## config.mk

```make
export PLATFORM = sky130hd
export DESIGN_NAME = mpssd_ctrl
export DESIGN_NICKNAME = d
export VERILOG_FILES = /design/src/rtl/mpssd_pkg.sv /design/src/rtl/mpssd_ctrl.sv
export SDC_FILE = /design/constraint.sdc
export NUM_CORES = 1
export LEC_CHECK = 0
export ABC_AREA = 1
export ABC_CLOCK_PERIOD_IN_PS = 1060
export BUFFER_PORTS_ARGS = -buffer_cell sky130_fd_sc_hd__buf_2
export CELL_PAD_IN_SITES_DETAIL_PLACEMENT = 1
export CELL_PAD_IN_SITES_GLOBAL_PLACEMENT = 2
export CORE_UTILIZATION = 15
export CTS_BUF_LIST = sky130_fd_sc_hd__clkbuf_16
export CTS_CLUSTER_SIZE = 10
export DETAILED_ROUTE_END_ITERATION = 16
export HOLD_SLACK_MARGIN = 0.06
export MAX_ROUTING_LAYER = met4
export PLACE_DENSITY = 0.64
export REMOVE_ABC_BUFFERS = 1
export SKIP_LAST_GASP = 1
export SLEW_MARGIN = 20
export SYNTH_ARGS = -nofsm -noshare
export SYNTH_HDL_FRONTEND = slang
export SYNTH_SLANG_ARGS = --single-unit
export TNS_END_PERCENT = 30
```

## constraint.sdc

```tcl
create_clock -name clock -period 1.06 [get_ports clock]
set_clock_uncertainty 0.05 [all_clocks]
set_input_delay 0 -clock clock [delete_from_list [all_inputs] [get_ports clock]]
set_output_delay 0 -clock clock [all_outputs]
set_load 0.01 [all_outputs]
```

## src/rtl/mpssd_pkg.sv

```systemverilog
// ----------------------------------------------------------------------------
// mpssd_pkg
// Shared types and constants of the masked patch SSD k-best search unit.
// ----------------------------------------------------------------------------
package mpssd_pkg;

   localparam int MAX_IMAGE_SIDE = 256;
   localparam int MAX_PATCH_SIDE = 16;
   localparam int MAX_KEEP       = 8;

   localparam int IMG_DEPTH   = MAX_IMAGE_SIDE * MAX_IMAGE_SIDE;
   localparam int PATCH_DEPTH = MAX_PATCH_SIDE * MAX_PATCH_SIDE;
   localparam int IMG_AW      = $clog2(IMG_DEPTH);
   localparam int PATCH_AW    = $clog2(PATCH_DEPTH);
   localparam int SIDE_W      = $clog2(MAX_IMAGE_SIDE) + 1;
   localparam int PSIDE_W     = $clog2(MAX_PATCH_SIDE) + 1;
   localparam int KEEP_W      = $clog2(MAX_KEEP) + 1;
   localparam int SLOT_W      = (MAX_KEEP > 1) ? $clog2(MAX_KEEP) : 1;
   localparam int ERR_W       = 30;
   localparam int PIX_W       = 25;

   localparam logic [ERR_W-1:0] ERR_SENTINEL = ERR_W'(1000000000);

   localparam logic [1:0] MODE_IMAGE = 2'd0;
   localparam logic [1:0] MODE_PATCH = 2'd1;
   localparam logic [1:0] MODE_START = 2'd2;

   localparam logic [2:0] REG_IMAGE_ROWS = 3'd0;
   localparam logic [2:0] REG_IMAGE_COLS = 3'd1;
   localparam logic [2:0] REG_PATCH_ROWS = 3'd2;
   localparam logic [2:0] REG_PATCH_COLS = 3'd3;
   localparam logic [2:0] REG_KEEP_COUNT = 3'd4;

   typedef struct packed {
      logic [1:0]  mode;
      logic [15:0] pixel_index;
      logic [7:0]  chan_a;
      logic [7:0]  chan_b;
      logic [7:0]  chan_c;
      logic        mask_bit;
   } req_type;

   typedef struct packed {
      logic [2:0]       rank;
      logic [8:0]       row_first;
      logic [8:0]       row_final;
      logic [8:0]       col_first;
      logic [8:0]       col_final;
      logic [ERR_W-1:0] error_sum;
      logic             last;
   } rsp_type;

   typedef enum logic [2:0] {
      ST_IDLE,
      ST_CLEAR,
      ST_WALK,
      ST_DRAIN,
      ST_INSERT,
      ST_EMIT
   } state_type;

   typedef struct packed {
      logic clear;     // reset best list, window, pixel counters
      logic step;      // issue next pixel read
      logic finish;    // close current window after drain
      logic insert;    // one insertion step
      logic emit_load; // load output register
   } cmd_type;

   typedef struct packed {
      logic no_window;   // patch larger than image
      logic win_issued;  // last pixel of window issued
      logic pipe_empty;  // no reads in flight
      logic walk_done;   // last window closed
      logic ins_done;    // insertion finished
      logic emit_done;   // last slot loaded
      logic out_free;    // output register can take a new item
   } sts_type;

   function automatic logic [8:0] clamp9(input logic [8:0] v);
      if (v == 9'd0) return 9'd1;
      if (v > 9'(MAX_IMAGE_SIDE)) return 9'(MAX_IMAGE_SIDE);
      return v;
   endfunction

   function automatic logic [4:0] clamp5(input logic [4:0] v);
      if (v == 5'd0) return 5'd1;
      if (v > 5'(MAX_PATCH_SIDE)) return 5'(MAX_PATCH_SIDE);
      return v;
   endfunction

   function automatic logic [3:0] clamp4(input logic [3:0] v);
      if (v == 4'd0) return 4'd1;
      if (v > 4'(MAX_KEEP)) return 4'(MAX_KEEP);
      return v;
   endfunction

endpackage

```

## src/rtl/mpssd_ctrl.sv

```systemverilog
// ----------------------------------------------------------------------------
// mpssd_ctrl
// Search sequencer: clear, window walk, per-window insertion, result emit.
// ----------------------------------------------------------------------------
module mpssd_ctrl (
   input  logic                clock,
   input  logic                reset,
   input  logic                start,
   input  mpssd_pkg::sts_type  sts,
   output mpssd_pkg::cmd_type  cmd,
   output logic                busy
);

   mpssd_pkg::state_type state_ff, state_in;

   always_ff @(posedge clock) begin
      if (reset) begin
         state_ff <= mpssd_pkg::ST_IDLE;
      end else begin
         state_ff <= state_in;
      end
   end

   always_comb begin
      state_in = state_ff;
      case (state_ff)
         mpssd_pkg::ST_IDLE: begin
            if (start) state_in = mpssd_pkg::ST_CLEAR;
         end
         mpssd_pkg::ST_CLEAR: begin
            state_in = sts.no_window ? mpssd_pkg::ST_EMIT : mpssd_pkg::ST_WALK;
         end
         mpssd_pkg::ST_WALK: begin
            if (sts.win_issued) state_in = mpssd_pkg::ST_DRAIN;
         end
         mpssd_pkg::ST_DRAIN: begin
            if (sts.pipe_empty) state_in = mpssd_pkg::ST_INSERT;
         end
         mpssd_pkg::ST_INSERT: begin
            if (sts.ins_done)
               state_in = sts.walk_done ? mpssd_pkg::ST_EMIT : mpssd_pkg::ST_WALK;
         end
         mpssd_pkg::ST_EMIT: begin
            if (sts.out_free && sts.emit_done) state_in = mpssd_pkg::ST_IDLE;
         end
         default: state_in = mpssd_pkg::ST_IDLE;
      endcase
   end

   always_comb begin
      cmd  = '0;
      busy = 1'b1;
      case (state_ff)
         mpssd_pkg::ST_IDLE:   busy = 1'b0;
         mpssd_pkg::ST_CLEAR:  cmd.clear = 1'b1;
         mpssd_pkg::ST_WALK:   cmd.step = 1'b1;
         mpssd_pkg::ST_DRAIN:  cmd.finish = sts.pipe_empty;
         mpssd_pkg::ST_INSERT: cmd.insert = 1'b1;
         mpssd_pkg::ST_EMIT:   cmd.emit_load = sts.out_free;
         default:              busy = 1'b0;
      endcase
   end

   assert property (@(posedge clock) disable iff (reset)
      (state_ff == mpssd_pkg::ST_IDLE) |-> !(cmd.step || cmd.insert || cmd.emit_load))
      else $error("datapath command while idle");
   assert property (@(posedge clock) disable iff (reset)
      (state_ff == mpssd_pkg::ST_WALK && sts.win_issued) |=>
         (state_ff == mpssd_pkg::ST_DRAIN))
      else $error("window walk did not drain");
   assert property (@(posedge clock) disable iff (reset)
      cmd.finish |=> (state_ff == mpssd_pkg::ST_INSERT))
      else $error("window close without insertion");

endmodule

```

==> impl_results.md, run 1 <==
- Status: finished with violations
- Failing checks: setup timing
- First-pass GRT wire length: 1.67 mm
- Vias in the first global route: 416
- Total die area: 2040 um2
- Critical path peak fanout: 9
- Reg2reg start: state_ff[1]
- Clk_lat worst skew: 220 ps
- Worst-Margin Slew: 165 ps
- Routed WL: 1.03 mm
- Final Hold Viols: 0
- Ant diodes: 0
- Synth Instances: 53
- H-Tree Depth: 1
- Reg clk slew, reported paths: 30 ps
- Final layout net count: 94
- Vias: 410
- Final hold slack: 170 ps
- Port-buffer cells: 15
- Clock root buffer master: clkbuf_16
- RSZ-0062 raised after global routing: yes
- Sw Ratio: 0.409
- Reg with most FFs: state_ff
- Pint: 0.00125 W
- Sink Count: 3
- Setup violators final: 8
- Detail Route Antenna Nets: 0
- Syn Area/Cell: 5.26 um2
- P_leak: 0.336 nW
- R2R depth: 7
- Critical Path RT: 1010 ps
- Top post-synthesis cells by area: nand2_1 23%, dfxtp_1 22%, nor2_1 16%
- Largest regs: state_ff (3)
- Hold Crit Class: in2reg
- Critical path type: reg2out
- # IOs: 16
- Max-slew violation count: 0
- Post-layout power: 0.00211 W
- Post-synthesis sequential area ratio: 0.215
- Time the worst path needs with I/O delays and setup: 1180 ps
- Clock buffer depth: 2
- Die Y: 45.1 um
- Cell Rows: 15
- Setup crit start: state_ff[2]
- Die W: 45.1 um
- CP arrival: 1130 ps
- Startpoint class of the critical path: register
- Share of cells above drive strength 1: 0.614
- GRT Overall Usage: 0.118
- Max-cap viol count: 0
- Setup WS post-layout: -121 ps
- Routability cong.: 0.746
- Synth cell types: 12
- DP Area: 445 um2
- Setup TNS Final: -687 ps
- Initial antenna violation count: 0
- Pwr dens: 3350 nW/um2
- Max Freq: 847 MHz
- Yosys warns: 0
- Async S/R FF share, synth: 0
- Internal reg-to-reg setup slack: -110 ps
- CTS buffer count: 3
- Design Area, Final: 629 um2
- Most frequent cell after synthesis: nand2_1
- Cell taking the most area after synthesis: nand2_1
- Sequential share of power: 0.179
- Maximum VDD drop: 1.23 mV
- Synthesized flop and latch total: 3
- CTS tree: built
- Post-synthesis instance area: 279 um2
- Initial Utilization: 0.162
- P_sw: 0.000862 W
- Largest net degree at the start of global routing: 10
- Top-area cell type share of the netlist area: 0.229
- Area growth syn-to-layout: 126%
- Critical Path Sink: cmd[0]
- RR Endpoint: state_ff[0]
- Placed wire-length estimate: 748 um
- Ys flop type: dfxtp_1
- Post-route DRC: 0
- Max reg flops: 3
- Core Region: 1730 um2
- Avg Vias per Cell: 3.80
- Wire per inst: 9.49 um
- DR pass1 iterations: 2
- Total gr overflow: 0
- Part of the power in the clock network: 0.278
- Gate power share: 0.543
- Max-slew headroom: 0.889
- DRT iter0 DRCs: 1
- Post-synth top cells: 17 x nand2_1, 12 x nor2_1, 7 x inv_1
- Number of synthesized flops with an enable pin: 0
- CP Capture Type: output port
- Final Cycle Share: 1.11
- Fill cell count: 233
[how the worst min path moves through the flow]
stage / depth (start not counted) / end / slack [ps] / from
2_1_floorplan: 2 / cmd[2] / 60 / sts[4]
3_3_place_gp: 4 / state_ff[1] / 220 / reset
3_5_place_dp: 4 / state_ff[2] / 220 / reset
4_1_cts: 6 / state_ff[1] / 140 / sts[6]
5_1_grt: 6 / state_ff[1] / 220 / sts[6]
6_report: 6 / state_ff[1] / 170 / sts[6]
[per-layer routing]
metal / part of all wire / wire, um / GRT usage
met5: 0 / 0 / -
met4: 0.018 / 18 / 0.0727
met3: 0.045 / 46 / 0.0120
met2: 0.49 / 499 / 0.194
met1: 0.45 / 460 / 0.137
[worst max-delay path: stages (launching register included)]
cell and delay [ps]:
dfxtp_4 400, inv_1 80, buf_4 130, nor3b_2 150, buf_2 150
[final cells by class]
| cell class | count | area, um2 | share of cell area |
|---|---|---|---|
| Sequential cell | 3 | 71.3 | 0.113 |
| Inverter | 7 | 28.8 | 0.0457 |
| Timing Repair Buffer | 27 | 171 | 0.272 |
| Multi-Input combinational cell | 42 | 248 | 0.394 |
| Tap cell | 25 | 31.3 | 0.0497 |
| Clock inverter | 1 | 3.75 | 0.00596 |
| Clock buffer | 3 | 75.1 | 0.119 |
[kinds of logic (layout without fill, tap and decap cells)]
group	count (synthesis)	in the layout	synth area share
AND/OR/NAND/NOR	39	39	0.596
buffers and inverters	8	38	0.121
AO/OA/AOI/OAI	3	3	0.0673
flip-flops	3	3	0.215
[stage by stage]
stage,utilization,worst slack (ps),cells
finish,0.364,-121,108
global route,0.364,-203,108
CTS,0.341,-108,106
detailed placement,0.258,-294,101
global placement,0.258,-285,101
floorplan,-,-162,52
[power by group through the flow]
stage                     sequential [W]  clock, W  combinational [W]
after floorplan                 0.000262         0           0.000525
after global placement          0.000275         0           0.000948
after detailed placement        0.000279         0           0.000947
after CTS                       0.000368  0.000599            0.00106
after global routing            0.000401  0.000607            0.00129
final                           0.000378  0.000586            0.00115
[placed cells by master, fill, tap and decap left out]
cell type	instances
nor3_1	1
clkbuf_16	3
inv_4	1
nor2_1	9
nand2_1	11
nor2_2	4
o21ai_2	1
dfxtp_4	3
dlygate4sd3_1	1
nand2_4	1
inv_1	7
buf_4	10
buf_2	15
nor3b_2	1
nor3_2	1
nand3_2	3
nand4_1	1
nor2_4	2
o21ai_0	2
nand2_2	5
buf_6	1
[timing repair]
action / in CTS / in global routing
endpoints found under the setup margin: 9 / 9
setup buffers: 0 / 2
gates resized for setup: 19 / 7
pin swaps: 1 / 8
hold buffers: 1 / 0
hold endpoints to repair: 3 / 0
(Power assumes the default switching activity.)
==> run 2: changes to the inputs <==
--- a/config.mk
+++ b/config.mk
@@ -6,17 +6,18 @@
 export NUM_CORES = 1
 export LEC_CHECK = 0
 export ABC_AREA = 1
-export ABC_CLOCK_PERIOD_IN_PS = 1060
-export BUFFER_PORTS_ARGS = -buffer_cell sky130_fd_sc_hd__buf_2
+export ABC_CLOCK_PERIOD_IN_PS = 1300
 export CELL_PAD_IN_SITES_DETAIL_PLACEMENT = 1
 export CELL_PAD_IN_SITES_GLOBAL_PLACEMENT = 2
-export CORE_UTILIZATION = 15
+export CORE_AREA = 2 2 39 41
 export CTS_BUF_LIST = sky130_fd_sc_hd__clkbuf_16
 export CTS_CLUSTER_SIZE = 10
 export DETAILED_ROUTE_END_ITERATION = 16
+export DIE_AREA = 0 0 41 43
+export DONT_BUFFER_PORTS = 1
 export HOLD_SLACK_MARGIN = 0.06
 export MAX_ROUTING_LAYER = met4
-export PLACE_DENSITY = 0.64
+export PLACE_DENSITY = 0.6
 export REMOVE_ABC_BUFFERS = 1
 export SKIP_LAST_GASP = 1
 export SLEW_MARGIN = 20
==> constraint.sdc (replaced) <==
create_clock -name clock -period 1.3 [get_ports clock]
set_clock_uncertainty 0.05 [all_clocks]
set_input_delay 0 -clock clock [delete_from_list [all_inputs] [get_ports clock]]
set_output_delay 0 -clock clock [all_outputs]
set_load 0.01 [all_outputs]
==> run 2 against run 1 <==
The run now ends clean. Critical path depth up 3. Count of clock-buffer cells in the layout unchanged. Critical endpoint is now state_ff[0]. Combinational power down 34%. Utilization down 2.5 points. Sequential power down 38%. Final area down 25%. Wire length down 11%. Sequential share of layout area up 2.3 points. Worst hold slack worse by 100 ps. Clock power down 17%.
==> impl_results.md, run 2 (synthesis gave the netlist of run 1 again) <==
- Initial Utilization: 0.202
- Startpoint class of the critical path: register
- Internal reg-to-reg setup slack: 100 ps
- CP arrival: 1300 ps
- P_leak: 0.248 nW
- Clk_lat worst skew: 220 ps
- Maximum VDD drop: 1.06 mV
- Critical Path RT: 1400 ps
- Grt met2 use: 0.197
- Max-slew headroom: 0.744
- Clock buffer depth: 2
- CTS buffer count: 3
- Clock root buffer master: clkbuf_16
- Die Y: 43 um
- Critical path peak fanout: 7
- RR Endpoint: state_ff[0]
- Max Freq: 830 MHz
- Time the worst path needs with I/O delays and setup: 1200 ps
- Worst path cell trace: nor2_2, nand2_1, o21ai_2, nor2_4, nand2_1, nand2_1, nor2_1
- Setup WS post-layout: 95.4 ps
- Commonest non-fill, non-tap cell in the layout: nand2_1
- Hold EP: state_ff[1]
- Core Region: 1380 um2
- # IOs: 16
- Die W: 41 um
- Max-slew violation count: 0
- CP Capture Type: register
- Sink Count: 3
- Most frequent CP cell: nand2_1
- Status: finished clean
- Pre-CTS setup slack: -6.62 ps
- Port-buffer cells: 0
- Detail Route Antenna Nets: 0
- Fill cell count: 189
- Final Cycle Share: 0.927
- Critical path type: reg2reg
- Slowest cell on the critical path: dfxtp_2
- Routed WL: 914 um
- Reg with most FFs: state_ff
- Buffers & Inverters on Critical Path: 0
- Largest net degree at the start of global routing: 8
- Post-layout util: 0.339
- GRT Overall Usage: 0.122
- Most frequent cells in the layout: 17 x nand2_1, 11 x nor2_1, 9 x buf_4
- Kind of cell adding the most delay to the critical path: simple AND/OR/NAND/NOR gates
- Wire per inst: 11.0 um
- Total gr overflow: 0
- Initial antenna violation count: 0
- CTS tree: built
- Routability cong.: 0.626
- Share of cells above drive strength 1: 0.299
- Avg Vias per Cell: 4.39
- DR pass1 iterations: 2
- Setup crit start: state_ff[0]
- GR Layer Usage met3: 0.0471
- Final Hold Viols: 0
- Total die area: 1760 um2
- Cell Rows: 14
- Area growth syn-to-layout: 68.2%
- Max reg flops: 3
- Placed wire-length estimate: 679 um
- Worst path max stage delay: 350 ps
- Pwr dens: 3160 nW/um2
- Vias in the first global route: 357
- Setup violators final: 0
- Reg clk slew, reported paths: 30 ps
- Worst-Margin Slew: 383 ps
- Gr busiest metal: met2
- Reg2reg start: state_ff[0]
- Post-route DRC: 0
- DRT iter0 DRCs: 2
- H-Tree Depth: 1
- R2R depth: 7
- Min-delay src: sts[3]
- Vias: 364
- Met1 Resource Use GR: 0.121
- Largest regs: state_ff (3)
- Hold path cells: 5
- Final layout net count: 78
- First-pass GRT wire length: 1.38 mm
- Max-cap viol count: 0
- Ant diodes: 0
- Hold Crit Class: in2reg
- RSZ-0062 raised after global routing: yes
run 2: changes by cell type in the layout (fill, tap and decap cells not counted), moves of 2 or more:
cell     delta
buf_2      -15
dfxtp_2     +3
dfxtp_4     -3
nand2_1     +6
nand2_2     -5
nand3_1     +3
nand3_2     -3
nor2_1      +2
run 2: timing repair:
action | in CTS | in global routing
hold buffers | 2 | 0
buffers inserted | 0 | 0
hold endpoints to repair | 3 | 0
endpoints found under the setup margin | 5 | 5
gates resized for setup | 2 | 3
run 2: where the power goes:
group	internal [W]	switching, W
clock	0.000397	0.0000880
combinational	0.000336	0.000424
sequential	0.000151	0.0000853
run 2: per-layer routing:
metal | up-vias | wire length [um]
met4 | 0 | 0
met2 | 11 | 443
li1 | 192 | -
met5 | - | 0
met1 | 161 | 415
met3 | 0 | 55
run 2: worst max path at each step:
stage / cells past startpoint / slack, ps / endpoint
global route: 9 / -30 / state_ff[0]
finish: 7 / 100 / state_ff[0]
detailed placement: 7 / -7 / state_ff[1]
floorplan: 7 / 80 / state_ff[2]
global placement: 7 / 1 / state_ff[0]
CTS: 3 / -8 / cmd[0]
run 2: per-stage QoR:
stage	TNS [ps]	instance area [um2]	cells	total power [W]	hold WS (ps)
global route	-35.2	469	83	0.00162	94.3
finish	0	469	83	0.00148	67.7
CTS	-11.7	465	83	0.00149	75.8
detailed placement	-12.7	359	77	0.000952	77.1
global placement	0	359	77	0.000946	68.7
floorplan	0	272	52	0.000642	62.2
run 2: area by class of cell:
type | instances | area, um2 | area share
Multi-Input combinational cell | 42 | 193 | 0.411
Sequential cell | 3 | 63.8 | 0.136
Clock inverter | 1 | 3.75 | 0.00800
Clock buffer | 3 | 75.1 | 0.160
Tap cell | 16 | 20.0 | 0.0427
Timing Repair Buffer | 11 | 87.6 | 0.187
Inverter | 7 | 26.3 | 0.0560
run 2: worst min-delay path, cell delays in order:
cell and delay, ps:
o21ai_0 60, nor2_1 90, nand2_1 70, nand2_1 50, nor2_1 30
==> run 3: changes to the inputs <==
--- a/config.mk
+++ b/config.mk
@@ -5,7 +5,6 @@
 export SDC_FILE = /design/constraint.sdc
 export NUM_CORES = 1
 export LEC_CHECK = 0
-export ABC_AREA = 1
 export ABC_CLOCK_PERIOD_IN_PS = 1300
 export CELL_PAD_IN_SITES_DETAIL_PLACEMENT = 1
 export CELL_PAD_IN_SITES_GLOBAL_PLACEMENT = 2
@@ -17,7 +16,7 @@
 export DONT_BUFFER_PORTS = 1
 export HOLD_SLACK_MARGIN = 0.06
 export MAX_ROUTING_LAYER = met4
-export PLACE_DENSITY = 0.6
+export PLACE_DENSITY = 0.69
 export REMOVE_ABC_BUFFERS = 1
 export SKIP_LAST_GASP = 1
 export SLEW_MARGIN = 20
==> run 3 against run 2 <==
The flow now finishes with violations (setup timing). Clock power is 0.8% lower. Maximum frequency down 8.7%. Synthesized area rose by 21%. Wire length is 11% higher. Die area unchanged. Utilization is 4.7 points higher. Sequential power fell by 13%. Critical endpoint is now state_ff[2]. Largest power group unchanged.
==> impl_results.md, run 3 <==
- Sink Count: 3
- Synthesized flop and latch total: 3
- Number of synthesized flops with an enable pin: 0
- Vias in the first global route: 368
- Max Freq: 758 MHz
- Final non-filler cell total: 76
- RSZ-0062 raised after global routing: yes
- Yosys warns: 0
- Reg with most FFs: state_ff
- Clk_lat worst skew: 220 ps
- Post-synthesis instance area: 338 um2
- Critical path type: reg2reg
- R2R depth: 4
- Setup WS post-layout: -18.7 ps
- Ys flop type: dfxtp_1
- # IOs: 16
- Placed wire-length estimate: 791 um
- Total gr overflow: 0
- Initial Utilization: 0.244
- DR pass1 iterations: 3
- Hold Crit Class: in2reg
- Failing checks: setup timing
- Sw Ratio: 0.376
- Largest regs: state_ff (3)
- Status: finished with violations
- Clock buffer depth: 2
- Setup violators final: 3
- Startpoint class of the critical path: register
- Syn Area/Cell: 7.51 um2
- Max reg flops: 3
- Top post-synthesis cells by area: dfxtp_1 18%, a21oi_1 10%, a221oi_2 8.9%
- Die W: 41 um
- Vias: 364
- Total die area: 1760 um2
- Port-buffer cells: 0
- Post-route DRC: 0
- Detail Route Antenna Nets: 0
- Max-slew violation count: 0
- Worst-Margin Slew: 250 ps
- Pint: 0.000974 W
- DP Area: 419 um2
- Synth Instances: 45
- Cell Rows: 14
- Ant diodes: 0
- Top-area cell type share of the netlist area: 0.178
- Post-synthesis sequential area ratio: 0.178
- First-pass GRT wire length: 1.62 mm
- Part of the power in the clock network: 0.308
- Share of cells above drive strength 1: 0.383
- GRT Overall Usage: 0.145
- Largest net degree at the start of global routing: 8
- Post-synth top cells: 7 x a21oi_1, 5 x nor2_1
- CP arrival: 1400 ps
- Design Area, Final: 534 um2
- CP Capture Type: register
- Final layout net count: 71
- H-Tree Depth: 1
- Avg Vias per Cell: 4.79
- Wire per inst: 13.3 um
- Cell taking the most area after synthesis: dfxtp_1
- Routability cong.: 0.741
- Most frequent cells in the layout: 12 x buf_4, 7 x a21oi_1, 5 x nor2_1
- CTS buffer count: 3
- Synth cell types: 23
- Reg clk slew, reported paths: 30 ps
- Critical path peak fanout: 6
- Commonest non-fill, non-tap cell in the layout: buf_4
- Max-cap viol count: 0
- Hold path cells: 3
- Area growth syn-to-layout: 58.1%
- Post-layout power: 0.00156 W
- Final Cycle Share: 1.01
- P_sw: 0.000586 W
- CTS tree: built
- Maximum VDD drop: 1.30 mV
- Initial antenna violation count: 0
- Critical Path RT: 1380 ps
- Most frequent cell after synthesis: a21oi_1
- Core Region: 1380 um2
- Async S/R FF share, synth: 0
- Die Y: 43 um
- Max-slew headroom: 0.831
- Routed WL: 1.01 mm
- Clock root buffer master: clkbuf_16
- Pwr dens: 2920 nW/um2
- Gate power share: 0.560
- Time the worst path needs with I/O delays and setup: 1320 ps
- Cells after DPL: 69
- P_leak: 0.233 nW
- Final Hold Viols: 0
- Sequential share of power: 0.132
- DRT iter0 DRCs: 4
## run 3: cell types whose count changed after synthesis, moves of 3 or more
cell / previous run / this run
nand3_1: 3 / 0
nand2_1: 17 / 3
inv_1: 7 / 3
nor2_2: 3 / 0
nand2b_1: 0 / 3
nor2_1: 12 / 5
a21oi_1: 0 / 7
## run 3: final cells by class
type	instances	area (um2)
well taps	16	20.0
inverters	4	15.0
multi-input cells	34	236
clock inverters	1	3.75
repair buffers	15	120
clock buffers	3	75.1
fillers	170	850
flip-flops and latches	3	63.8
## run 3: final timing paths
kind | from | to | slack (ps)
setup / recovery | state_ff[1] | state_ff[2] | -20
hold reg to reg | state_ff[0] | state_ff[1] | 700
setup reg to reg | state_ff[1] | state_ff[2] | -20
hold / removal | start | state_ff[0] | 60
## run 3: logic make-up (layout without fill, tap and decap cells)
kind of cell,count (synthesis),in the layout,share of synthesized area
AOI/OAI and AO/OA,14,14,0.322
buffers and inverters,8,23,0.130
DFF,3,3,0.178
muxes,3,3,0.0926
and+or+nand+nor,17,17,0.278
## run 3: power groups by stage
| stage | clock, W | sequential [W] | combinational (W) |
|---|---|---|---|
| 6_report | 0.000481 | 0.000206 | 0.000873 |
| 5_1_grt | 0.000496 | 0.000215 | 0.000978 |
| 4_1_cts | 0.000486 | 0.000208 | 0.000883 |
| 3_5_place_dp | 0 | 0.000193 | 0.000870 |
| 3_3_place_gp | 0 | 0.000192 | 0.000858 |
| 2_1_floorplan | 0 | 0.000250 | 0.000469 |
## run 3: critical path: stages, from the launching register on
cell and delay (ps):
dfxtp_4 370, mux2i_1 210, a221o_1 260, o21ai_2 110, a221oi_2 230
## run 3: what timing repair did
action                     4_1_cts  5_1_grt
resized for setup                3        0
setup endpoints to repair        4        6
buffers inserted                 0        0
hold buffers                     3        0
pin swaps                        2        0
gates cloned                     0        0
hold endpoints to repair         4        0
## run 3: stage by stage
stage	setup TNS (ps)	hold slack, ps	util	worst slack (ps)
2_1_floorplan	-375	16.2	-	-127
3_3_place_gp	0	17.7	0.303	10.0
3_5_place_dp	-273	19.0	0.303	-134
4_1_cts	-87.2	66.2	0.386	-39.8
5_1_grt	-429	95.7	0.386	-124
6_report	-27.9	61.4	0.386	-18.7
## run 3: metal layers
layer	part of all wire	vias to the layer above	global-route usage
met3	0.079	0	0.0524
li1	-	193	-
met4	0	0	0.0600
met5	0	-	-
met2	0.50	11	0.222
met1	0.42	160	0.163
